<file path="src/rtl/qcdt_pkg.sv">
// ----------------------------------------------------------------------------
// qcdt_pkg
// Types and constants shared by the quadrature count delta tracker.
// ----------------------------------------------------------------------------
package qcdt_pkg;

  typedef logic        [15:0] count_t;
  typedef logic signed [17:0] delta_t;
  typedef logic signed [31:0] position_t;
  typedef logic        [31:0] runtime_t;

  localparam count_t COUNT_MID    = 16'h7FFF;
  localparam count_t BAND_LOW     = 16'h4000;
  localparam count_t BAND_HIGH    = 16'hBFFE;
  localparam delta_t WRAP_SPAN    = 18'sh10000;
  localparam count_t PERIOD_RESET = 16'd1000;

endpackage

</file>
<file path="src/rtl/qcdt_channels.sv">
// ----------------------------------------------------------------------------
// qcdt channels
// Valid/ready channels for counter ticks and tracker results.
// ----------------------------------------------------------------------------
interface qcdt_count_if;
  import qcdt_pkg::*;

  logic   valid;
  logic   ready;
  count_t counter_value;

  modport source (output valid, output counter_value, input ready);
  modport sink   (input valid, input counter_value, output ready);
endinterface

interface qcdt_result_if;
  import qcdt_pkg::*;

  logic      valid;
  logic      ready;
  logic      sample_taken;
  delta_t    step_delta;
  position_t position_total;
  runtime_t  runtime_tenths;

  modport source (output valid, output sample_taken, output step_delta,
                  output position_total, output runtime_tenths, input ready);
  modport sink   (input valid, input sample_taken, input step_delta,
                  input position_total, input runtime_tenths, output ready);
endinterface

</file>
<file path="src/rtl/qcdt_delta.sv">
// ----------------------------------------------------------------------------
// qcdt_delta
// Signed count change between two samples with wrap detection.
// ----------------------------------------------------------------------------
module qcdt_delta (
  input  qcdt_pkg::count_t prev,
  input  qcdt_pkg::count_t cur,
  output qcdt_pkg::delta_t delta
);
  import qcdt_pkg::*;

  logic   centre;
  logic   fwd;
  logic   bwd;
  delta_t diff;

  assign centre = (cur >= BAND_LOW) && (cur <= BAND_HIGH) &&
                  (prev >= BAND_LOW) && (prev <= BAND_HIGH);
  assign fwd    = (prev > COUNT_MID) && (cur < COUNT_MID);
  assign bwd    = (prev < COUNT_MID) && (cur > COUNT_MID);
  assign diff   = delta_t'({2'b00, cur}) - delta_t'({2'b00, prev});

  // a crossing counts as a wrap only outside the centre band
  always_comb begin
    if (fwd && !centre) begin
      delta = diff + WRAP_SPAN;
    end else if (bwd && !centre) begin
      delta = diff - WRAP_SPAN;
    end else begin
      delta = diff;
    end
  end

endmodule

</file>
<file path="src/rtl/quadrature_count_delta_tracker.sv">
// From tick accept to result valid a tick passes the input register, then the result register.
// Throughput: one tick per cycle while the result is not stalled; the short delta and accumulate path sets the rate.
// A stalled result holds the state update, and the input register takes one more tick.
// Reset: synchronous, active high; clears all state but in_count, sample_period returns to 1000.
// ----------------------------------------------------------------------------
// quadrature_count_delta_tracker
// Per-tick run-time prescaler, periodic delta sampling and position total.
// ----------------------------------------------------------------------------
module quadrature_count_delta_tracker #(
  parameter int RUNTIME_DIVIDE = 100
) (
  input  logic                 clk,
  input  logic                 rst,
  input  logic                 cfg_wr_en,
  input  qcdt_pkg::count_t     cfg_wr_data,
  qcdt_count_if.sink           in_ch,
  qcdt_result_if.source        out_ch
);
  import qcdt_pkg::*;

  localparam int PRE_W = $clog2(RUNTIME_DIVIDE + 1);
  localparam logic [PRE_W:0] DIV_CMP = (PRE_W + 1)'(RUNTIME_DIVIDE);

  count_t            sample_period;
  logic              in_valid;
  count_t            in_count;
  logic              out_valid;
  logic              out_taken;

  count_t            previous_count;
  logic              previous_valid;
  count_t            period_count;
  logic [PRE_W-1:0]  runtime_prescale;
  runtime_t          runtime_count;
  position_t         position_sum;
  delta_t            last_delta;

  logic              advance;
  logic              fire;
  logic [PRE_W:0]    prescale_inc;
  logic              prescale_wrap;
  count_t            period_next;
  logic              take;
  count_t            prev_eff;
  delta_t            delta;

  assign advance      = !out_valid || out_ch.ready;
  assign fire         = in_valid && advance;
  assign in_ch.ready  = !in_valid || advance;

  assign prescale_inc  = {1'b0, runtime_prescale} + (PRE_W + 1)'(1);
  assign prescale_wrap = prescale_inc >= DIV_CMP;
  assign period_next   = period_count + 16'd1;
  assign take          = period_next >= sample_period;
  // first tick compares against itself
  assign prev_eff      = previous_valid ? previous_count : in_count;

  qcdt_delta u_delta (
    .prev  (prev_eff),
    .cur   (in_count),
    .delta (delta)
  );

  always_ff @(posedge clk) begin
    if (rst) begin
      sample_period <= PERIOD_RESET;
    end else if (cfg_wr_en) begin
      sample_period <= cfg_wr_data;
    end
  end

  always_ff @(posedge clk) begin
    if (rst) begin
      in_valid <= 1'b0;
    end else if (in_ch.ready) begin
      in_valid <= in_ch.valid;
    end
  end

  always_ff @(posedge clk) begin
    if (in_ch.valid && in_ch.ready) begin
      in_count <= in_ch.counter_value;
    end
  end

  always_ff @(posedge clk) begin
    if (rst) begin
      out_valid        <= 1'b0;
      out_taken        <= 1'b0;
      previous_count   <= '0;
      previous_valid   <= 1'b0;
      period_count     <= '0;
      runtime_prescale <= '0;
      runtime_count    <= '0;
      position_sum     <= '0;
      last_delta       <= '0;
    end else begin
      if (advance) begin
        out_valid <= in_valid;
      end
      if (fire) begin
        out_taken      <= take;
        previous_valid <= 1'b1;
        if (prescale_wrap) begin
          runtime_prescale <= '0;
          runtime_count    <= runtime_count + 32'd1;
        end else begin
          runtime_prescale <= prescale_inc[PRE_W-1:0];
        end
        if (take) begin
          period_count   <= '0;
          previous_count <= in_count;
          last_delta     <= delta;
          position_sum   <= position_sum + position_t'(delta);
        end else begin
          period_count   <= period_next;
          previous_count <= prev_eff;
        end
      end
    end
  end

  // state regs hold while the result waits, so they drive the fields directly
  assign out_ch.valid          = out_valid;
  assign out_ch.sample_taken   = out_taken;
  assign out_ch.step_delta     = last_delta;
  assign out_ch.position_total = position_sum;
  assign out_ch.runtime_tenths = runtime_count;

endmodule

</file>
<file path="src/flat_wrapper.sv">
// flat-port wrapper written by rule: the top's interface ports become plain ports
module quadrature_count_delta_tracker_flat import qcdt_pkg::*;
#(
  parameter int RUNTIME_DIVIDE = 100
)
  (clk, rst, cfg_wr_en, cfg_wr_data, in_ch_valid, in_ch_counter_value, in_ch_ready, out_ch_valid, out_ch_sample_taken, out_ch_step_delta, out_ch_position_total, out_ch_runtime_tenths, out_ch_ready);
  qcdt_count_if in_ch_i ();
  qcdt_result_if out_ch_i ();
  input  logic clk;
  input  logic rst;
  input  logic cfg_wr_en;
  input  qcdt_pkg::count_t cfg_wr_data;
  input wire logic [$bits(in_ch_i.valid)-1:0] in_ch_valid;
  input wire logic [$bits(in_ch_i.counter_value)-1:0] in_ch_counter_value;
  output wire logic [$bits(in_ch_i.ready)-1:0] in_ch_ready;
  output wire logic [$bits(out_ch_i.valid)-1:0] out_ch_valid;
  output wire logic [$bits(out_ch_i.sample_taken)-1:0] out_ch_sample_taken;
  output wire logic [$bits(out_ch_i.step_delta)-1:0] out_ch_step_delta;
  output wire logic [$bits(out_ch_i.position_total)-1:0] out_ch_position_total;
  output wire logic [$bits(out_ch_i.runtime_tenths)-1:0] out_ch_runtime_tenths;
  input wire logic [$bits(out_ch_i.ready)-1:0] out_ch_ready;
  assign in_ch_i.valid = in_ch_valid;
  assign in_ch_i.counter_value = in_ch_counter_value;
  assign in_ch_ready = in_ch_i.ready;
  assign out_ch_valid = out_ch_i.valid;
  assign out_ch_sample_taken = out_ch_i.sample_taken;
  assign out_ch_step_delta = out_ch_i.step_delta;
  assign out_ch_position_total = out_ch_i.position_total;
  assign out_ch_runtime_tenths = out_ch_i.runtime_tenths;
  assign out_ch_i.ready = out_ch_ready;
  quadrature_count_delta_tracker #(.RUNTIME_DIVIDE(RUNTIME_DIVIDE)) u_core (.clk(clk), .rst(rst), .cfg_wr_en(cfg_wr_en), .cfg_wr_data(cfg_wr_data), .in_ch(in_ch_i), .out_ch(out_ch_i));
endmodule
</file>
<file path="config.mk">
export PLATFORM = sky130hd
export DESIGN_NAME = quadrature_count_delta_tracker_flat
export DESIGN_NICKNAME = d
export VERILOG_FILES = /design/src/rtl/qcdt_pkg.sv /design/src/rtl/qcdt_channels.sv /design/src/rtl/qcdt_delta.sv /design/src/rtl/quadrature_count_delta_tracker.sv /design/src/flat_wrapper.sv
export SDC_FILE = /design/constraint.sdc
export NUM_CORES = 1
export LEC_CHECK = 0
export BUFFER_PORTS_ARGS = -buffer_cell sky130_fd_sc_hd__buf_4
export CORE_MARGIN = 2
export CORE_UTILIZATION = 30
export DETAILED_ROUTE_END_ITERATION = 12
export SLEW_MARGIN = 40
export SYNTH_ARGS = -nofsm -noshare
export SYNTH_HDL_FRONTEND = slang
export SYNTH_SLANG_ARGS = --single-unit
</file>
<file path="constraint.sdc">
create_clock -name clk -period 5.12 [get_ports clk]
set_input_delay 0.512 -clock clk [delete_from_list [all_inputs] [get_ports clk]]
set_output_delay 0.512 -clock clk [all_outputs]
set_load 0.02 [all_outputs]
</file>
==> impl_results.md, run 1 <==
- Period utilisation layout: 0.9129
- WP data required: 5.44 ns
- Die height: 182.7 um
- Die area: 33360 um^2
- Clk sinks: 157
- Worst skew pair latency: 0.45 ns
- Cts-stage hold buffer count: 0
- Pleak: 4.770 nW
- Routed Antenna Nets: 0
- Pre-CTS WS: 0.1014 ns
- Critical path origin: u_core.previous_valid$_SDFFE_PP0P_
- Worst rel slew slack: 0.4533
- Initial antenna violation count: 2
- R2r endpoint: u_core.out_ch.position_total[28]$_SDFFE_PP0P_
- Core Rows: 65
- Worst Setup End Kind: register
- CORE AREA: 31470 um^2
- Pre-Repair DR Iteration Count: 5
- Number of placed cells counting well taps: 1621
- Fin cells: 1653
- Post-synthesis async set-or-reset flop share: 0
- Clock tree buffer depth: 2
- First-pass GRT wire length: 41.27 mm
- Ant diodes: 0
- Final setup vio count: 0
- # DRC: 0
- Die Width: 182.7 um
- RePlAce Congestion: 0.8976
- Initial Util: 0.3042
- Post-Syn Nets: 1253
- Area growth, synth to finish: 19.31%
- Clock root buffer: clkbuf_16
- I/O pin cnt: 122
- Worst-path clk slew: 0.07 ns
- Flop2flop setup slack: 0.45 ns
- Largest net degree at the start of global routing: 74
- Final slew viol count: 0
- Inserted Clock Buffers: 17
- Via/cell ratio: 5.057
- Gr usage total: 0.1535
- Post-DP HPWL: 18.63 mm
- Setup TNS Final: 0 ns
- Post-CTS Setup Bufs: 0
- DRT Wirelength: 25.32 mm
- Post-DR wirelength/cell: 15.31 um
- Pwr per Cell Area: 274.6 nW/um^2
- Congestion Overflow GR: 0
- Max Fclk: 213.9 MHz
- CTS tree: yes
- # port buffers: 121
- Status: completed
- Min Clock Period, post-route: 4.674 ns
- Sequential-to-total area share from yosys stat: 0.3450
- VDD IR max: 232.6 uV
- Netlist Area Pre-Place: 9575 um^2
- Worst setup margin: 0.4458 ns
- Yosys cell types: 72
- Avg Cell Area, Syn: 8.356 um^2
- Clock Skew: 0.01850 ns
- #FFs+latches synth: 157
- First DRT Iteration DRCs: 494
- Vias in the first global route: 7965
- Synth warnings: 0
- Main synth FF type: dfxtp_1
- Max capacitance violation total: 0
- Via count: 8360
- RSZ-0062 raised after global routing: no
- Crit Path Class: register to register
- Reg2Reg Depth: 20
- Worst min-delay path class: input pin to register
- Post-synth EDFFs: 16
- H-tree Lvls: 4
- Worst Tran Pin Value: 0.8200 ns
- Crit path to: u_core.out_ch.position_total[28]$_SDFFE_PP0P_
- Critical path peak fanout: 12
- CP Launch Type: register
- Share of cells above drive strength 1: 0.1583
- Final Hold Vio Count: 0
- Final design utilization: 0.3630
- Nets@finish: 1345
- Syn Inst Count: 1146
- CP arrival: 5.00 ns
- Hold Slack: 0.2404 ns
- Origin of the critical flop-to-flop path: u_core.previous_valid$_SDFFE_PP0P_
==> worst min-delay path by stage <==
stage / startpoint / to / slack [ns] / cells after the start
after detailed placement: u_core.out_ch.step_delta[11]$_SDFFE_PP0P_ / u_core.out_ch.step_delta[11]$_SDFFE_PP0P_ / 0.45 / 2
after floorplan: u_core.period_count[15]$_SDFFE_PP0P_ / u_core.period_count[15]$_SDFFE_PP0P_ / 0.45 / 2
final: in_ch_counter_value[12] / u_core.in_count[12]$_DFFE_PP_ / 0.24 / 1
after global routing: in_ch_counter_value[8] / u_core.in_count[8]$_DFFE_PP_ / 0.21 / 1
after global placement: u_core.out_ch.step_delta[17]$_SDFFE_PP0P_ / u_core.out_ch.step_delta[17]$_SDFFE_PP0P_ / 0.45 / 2
after CTS: in_ch_counter_value[12] / u_core.in_count[12]$_DFFE_PP_ / 0.21 / 1
==> cell families (layout without fill, tap and decap cells) <==
family	Yosys count	in the layout	synth area share
XOR/XNOR	86	86	0.07866
multiplexers	44	44	0.04626
adder cells (fa/ha/maj)	70	70	0.09304
AND/OR/NAND/NOR	418	418	0.2083
flip-flops	157	157	0.3450
AO/OA/AOI/OAI	265	265	0.1815
buffers and inverters	106	211	0.04730
==> registers in the layout (all words and copies together), names as in the netlist, 7 cells and up <==
register / count
u_core.previous_count: 16
u_core.out_ch.runtime_tenths: 32
u_core.in_count: 16
u_core.runtime_prescale: 7
u_core.out_ch.position_total: 32
u_core.sample_period: 16
u_core.out_ch.step_delta: 18
u_core.period_count: 16
==> what timing repair did <==
item                                   in CTS  in global routing
endpoints found under the hold margin       0                  0
resized for setup                           0                  9
setup endpoints to repair                   0                 12
==> per-stage QoR <==
| stage | area, um^2 | power [mW] |
|---|---|---|
| 2_1_floorplan | 9579 | 1.743 |
| 3_5_place_dp | 10840 | 1.892 |
| 4_1_cts | 11400 | 3.171 |
| 3_3_place_gp | 10830 | 1.886 |
| 5_1_grt | 11420 | 3.303 |
| 6_report | 11420 | 3.138 |
==> cell usage after synthesis (4+ instances only) <==
library cell / instances / area, um^2
dfxtp_1: 141 / 2823
nand2_1: 124 / 465.5
nor2_1: 118 / 442.9
a21oi_1: 96 / 480.5
ha_1: 68 / 850.8
xnor2_1: 52 / 455.4
clkbuf_1: 46 / 172.7
inv_1: 42 / 157.7
mux2i_1: 42 / 420.4
o21ai_0: 40 / 200.2
nand3_1: 36 / 180.2
xor2_1: 34 / 297.8
a21o_1: 28 / 210.2
nand4_1: 26 / 162.7
nor3_1: 22 / 110.1
and3_1: 17 / 106.4
o211ai_1: 17 / 127.6
edfxtp_1: 16 / 480.5
nor4_1: 15 / 93.84
o21a_1: 15 / 112.6
buf_2: 13 / 65.06
nand3b_1: 12 / 90.09
a211oi_1: 11 / 82.58
nor2b_1: 9 / 56.30
a31oi_1: 8 / 50.05
and2_1: 8 / 50.05
nand2b_1: 5 / 31.28
o31ai_1: 5 / 37.54
a211o_1: 4 / 35.03
and4_1: 4 / 35.03
nor3b_1: 4 / 30.03
o2111ai_1: 4 / 35.03
o21bai_1: 4 / 30.03
==> metal layers <==
layer | up-vias | routed length (um) | global-route usage
met5 | - | 26 | 0
met3 | 21 | 1717 | 0.04849
li1 | 4260 | - | -
met4 | 4 | 284 | 0.04226
met2 | 196 | 11030 | 0.2370
met1 | 3879 | 12260 | 0.2060
==> placed cells by master (no fill, tap or decap), types with 39 or more instances in the layout <==
cell type	instances
a21oi_1	94
buf_4	136
dfxtp_1	140
ha_1	68
inv_1	41
mux2i_1	42
nand2_1	124
nor2_1	118
o21ai_0	39
xnor2_1	52
==> cell type report <==
| class | count | area (um^2) |
|---|---|---|
| Fill cell | 3251 | 20050 |
| Multi-Input combinational cell | 883 | 5856 |
| Sequential cell | 157 | 3304 |
| Timing Repair Buffer | 137 | 1041 |
| Tap cell | 402 | 503.0 |
| Clock buffer | 18 | 429.2 |
| Inverter | 42 | 157.7 |
| Clock inverter | 14 | 133.9 |
==> critical path, stage by stage (launching register included) <==
cell and delay, ns:
dfxtp_2 0.41, buf_4 0.23, mux2i_1 0.22, ha_1 0.30, o21a_1 0.19, nor2_1 0.18, inv_1 0.08, a21oi_1 0.15
nor2_1 0.06, a31o_2 0.27, ha_1 0.21, nor2b_4 0.33, ha_1 0.32, a21oi_1 0.25, nor2_1 0.10, or3b_2 0.44
a221o_1 0.29, a21oi_1 0.20, o21ai_0 0.14, nand3_1 0.11, o211ai_1 0.09
==> where the power goes <==
| group | total (mW) | switching [mW] | internal [mW] |
|---|---|---|---|
| clock | 1.27 | 0.585 | 0.680 |
| sequential | 1.29 | 0.0248 | 1.27 |
| combinational | 0.580 | 0.345 | 0.235 |
No activity file was read; power rests on OpenSTA's default activity.
==> run 2, diff against run 1 <==
--- a/config.mk
+++ b/config.mk
@@ -6,9 +6,12 @@
 export NUM_CORES = 1
 export LEC_CHECK = 0
 export BUFFER_PORTS_ARGS = -buffer_cell sky130_fd_sc_hd__buf_4
+export CELL_PAD_IN_SITES_DETAIL_PLACEMENT = 1
+export CELL_PAD_IN_SITES_GLOBAL_PLACEMENT = 1
 export CORE_MARGIN = 2
-export CORE_UTILIZATION = 30
+export CORE_UTILIZATION = 39
 export DETAILED_ROUTE_END_ITERATION = 12
+export PLACE_DENSITY_LB_ADDON = 0.1
 export SLEW_MARGIN = 40
 export SYNTH_ARGS = -nofsm -noshare
 export SYNTH_HDL_FRONTEND = slang
==> run 2 against run 1 <==
First-iteration DRC count is 26% lower. Design area decreased by 0.25%. Worst setup slack got worse by 0.093 ns. Utilization grew 11 points. Sequential share of layout area rose by 0.095 points. Clock power about the same. Power about the same. Sequential power barely moved. Largest cell class unchanged.
==> impl_results.md, run 2 (synthesized netlist as in run 1, its figures left out) <==
- Flop pwr share: 0.412 (about the same)
- CTS tree: yes
- Initial Util: 0.3961 (+0.09182)
- Pleak: 4.809 nW (+0.82%)
- Origin of the critical flop-to-flop path: u_core.in_count[1]$_DFFE_PP_
- Share of power burned in the clock network: 0.401 (-0.002)
- Congestion Overflow GR: 0 (unchanged)
- Post-Place Cell Area: 10800 um^2 (-0.35%)
- Core Rows: 57 (-12%)
- Worst Tran Pin Value: 0.7762 ns (-0.04379 ns)
- Pwr per Cell Area: 275.4 nW/um^2 (+0.26%)
- First-pass GRT wire length: 43.59 mm (+5.6%)
- Post-DR wirelength/cell: 16.44 um (+7.4%)
- Setup TNS Final: 0 ns (unchanged)
- Nets@finish: 1352 (+0.52%)
- Internal power: 2.154 mW (-1.3%)
- Die Width: 160.7 um (-12%)
- Most common cell after layout, fill and taps aside: buf_4
- R2r endpoint: u_core.out_ch.position_total[31]$_SDFFE_PP0P_
- Inserted Clock Buffers: 17 (unchanged)
- Worst Setup End Kind: register
- Final setup vio count: 0 (unchanged)
- Design area: 11400 um^2 (-0.25%)
- RSZ-0062 raised after global routing: no
- Min-delay src: in_ch_counter_value[7]
- Initial antenna violation count: 0 (-2)
- H-tree Lvls: 4 (unchanged)
- Worst-path clk slew: 0.07 ns (about the same)
- Clock root buffer: clkbuf_16
- Fill count: 2886 (-11%)
- Worst skew pair latency: 0.43 ns (-0.02 ns)
- Ant diodes: 0 (unchanged)
- Clock Skew: 0.01837 ns (-0.0001358 ns)
- CP Launch Type: register
- DRT Wirelength: 26.01 mm (+2.7%)
- WP data required: 5.43 ns (about the same)
- Hold Path Depth: 1 (unchanged)
- Sw Pwr: 983.8 uW (+3.1%)
- Area of the multi-input gates: 5842 um^2 (-0.24%)
- I/O pin cnt: 122 (unchanged)
- CORE AREA: 24180 um^2 (-23%)
- Number of placed cells counting well taps: 1550 (-4.4%)
- Fin cells: 1582 (-4.3%)
- Crit Path Class: register to register
- Worst min-delay path class: input pin to register
- Final Hold Vio Count: 0 (unchanged)
- Routed Antenna Nets: 0 (unchanged)
- Critical path origin: u_core.in_count[1]$_DFFE_PP_
- Area growth, synth to finish: 19.01%
- Reg2Reg Depth: 21 (+5.0%)
- Final slew viol count: 0 (unchanged)
- Vias in the first global route: 8534 (+7.1%)
- Max capacitance violation total: 0 (unchanged)
- Post-DP HPWL: 19.42 mm (+4.2%)
- Pre-CTS WS: 0.01846 ns (-0.08292 ns)
- RePlAce Congestion: 0.8553 (-4.7%)
- CP arrival: 5.08 ns (+0.08 ns)
- Min Clock Period, post-route: 4.767 ns (+0.09270 ns)
- Die area: 25820 um^2 (-23%)
- # port buffers: 121 (unchanged)
- Via count: 8487 (+1.5%)
- Gr usage total: 0.2047 (+0.05115)
- # DRC: 0 (unchanged)
- Hold Path End: u_core.in_count[7]$_DFFE_PP_
- Clk sinks: 157 (unchanged)
- Clock tree buffer depth: 2 (unchanged)
- Die height: 160.7 um (-12%)
- Tot Pwr: 3.138 mW (about the same)
- Critical path peak fanout: 8 (-4)
- Storage cell area: 3307 um^2 (about the same)
- Pre-Repair DR Iteration Count: 4 (-1)
- Combinational Power Share: 0.188 (+0.003)
- Largest net degree at the start of global routing: 81 (+9.5%)
- Worst rel slew slack: 0.4786 (+0.02521)
- Sw frac: 0.3135 (+0.009258)
- Period utilisation layout: 0.9310 (+0.01811)
- Status: completed
- Flop2flop setup slack: 0.35 ns (-0.09 ns)
- First DRT Iteration DRCs: 364 (-26%)
- Most frequent cells in the layout: 142 x buf_4, 140 x dfxtp_1, 124 x nand2_1
- Share of cells above drive strength 1: 0.1614 (+0.003094)
- Worst setup margin: 0.3531 ns (-0.09270 ns)
- Via/cell ratio: 5.365 (+6.1%)
- Max Fclk: 209.8 MHz (-1.9%)
- VDD IR max: 190.3 uV (-18%)
## run 2: layer usage
layer  vias up  track usage  share of wire
li1       4272            -              -
met3        22      0.03822          0.035
met4         0      0.05032          0.012
met1      4077       0.2731           0.49
met5         -            0              0
met2       116       0.3435           0.47
## run 2: final cells by class
cell class | instances | area share
clock buffer | 17 | 0.03733
sequential | 157 | 0.2902
multi-input combinational | 883 | 0.5126
tap | 324 | 0.03557
inverter | 42 | 0.01383
clock inverter | 15 | 0.01350
timing repair buffer | 144 | 0.09695
## run 2: critical path, stage by stage, from the launching register on
cell,delay [ns]
edfxtp_1,0.47
a21boi_1,0.24
inv_1,0.09
fa_1,0.43
nor2b_1,0.13
o21a_1,0.15
o21ai_1,0.10
a21bo_2,0.22
o211ai_1,0.20
a31o_2,0.22
ha_1,0.19
nor2b_4,0.09
buf_4,0.15
ha_1,0.40
and4_1,0.26
and3_1,0.19
nand3_1,0.08
a211oi_1,0.26
o21a_1,0.17
nor3_1,0.05
nor3b_1,0.20
mux2_2,0.35
## run 2: worst max-delay path by stage
stage,endpoint,depth (start not counted)
floorplan,u_core.out_ch.position_total[28]$_SDFFE_PP0P_,22
global placement,u_core.out_ch.position_total[31]$_SDFFE_PP0P_,22
detailed placement,u_core.out_ch.position_total[29]$_SDFFE_PP0P_,22
CTS,u_core.out_ch.position_total[29]$_SDFFE_PP0P_,22
global route,u_core.out_ch.position_total[31]$_SDFFE_PP0P_,21
finish,u_core.out_ch.position_total[31]$_SDFFE_PP0P_,21
## run 2: per-stage QoR
stage	hold slack, ns	utilization
after floorplan	0.4514	-
after global placement	0.4459	0.4453
after detailed placement	0.4490	0.4466
after CTS	0.2383	0.4706
after global routing	0.2418	0.4714
final	0.2573	0.4714
## run 2: power by group through the flow
stage / logic [mW] / registers [mW] / clock network (mW)
2_1_floorplan: 0.431 / 1.31 / 0
3_5_place_dp: 0.582 / 1.32 / 0
5_1_grt: 0.656 / 1.30 / 1.34
4_1_cts: 0.587 / 1.29 / 1.29
3_3_place_gp: 0.574 / 1.32 / 0
6_report: 0.588 / 1.29 / 1.26
## run 2: what timing repair did
| action | in CTS | in global routing |
|---|---|---|
| endpoints found under the setup margin | 1 | 7 |
| hold buffers | 0 | 0 |
| resized for setup | 1 | 6 |
| buffers inserted | 0 | 0 |
| pin swaps | 0 | 0 |
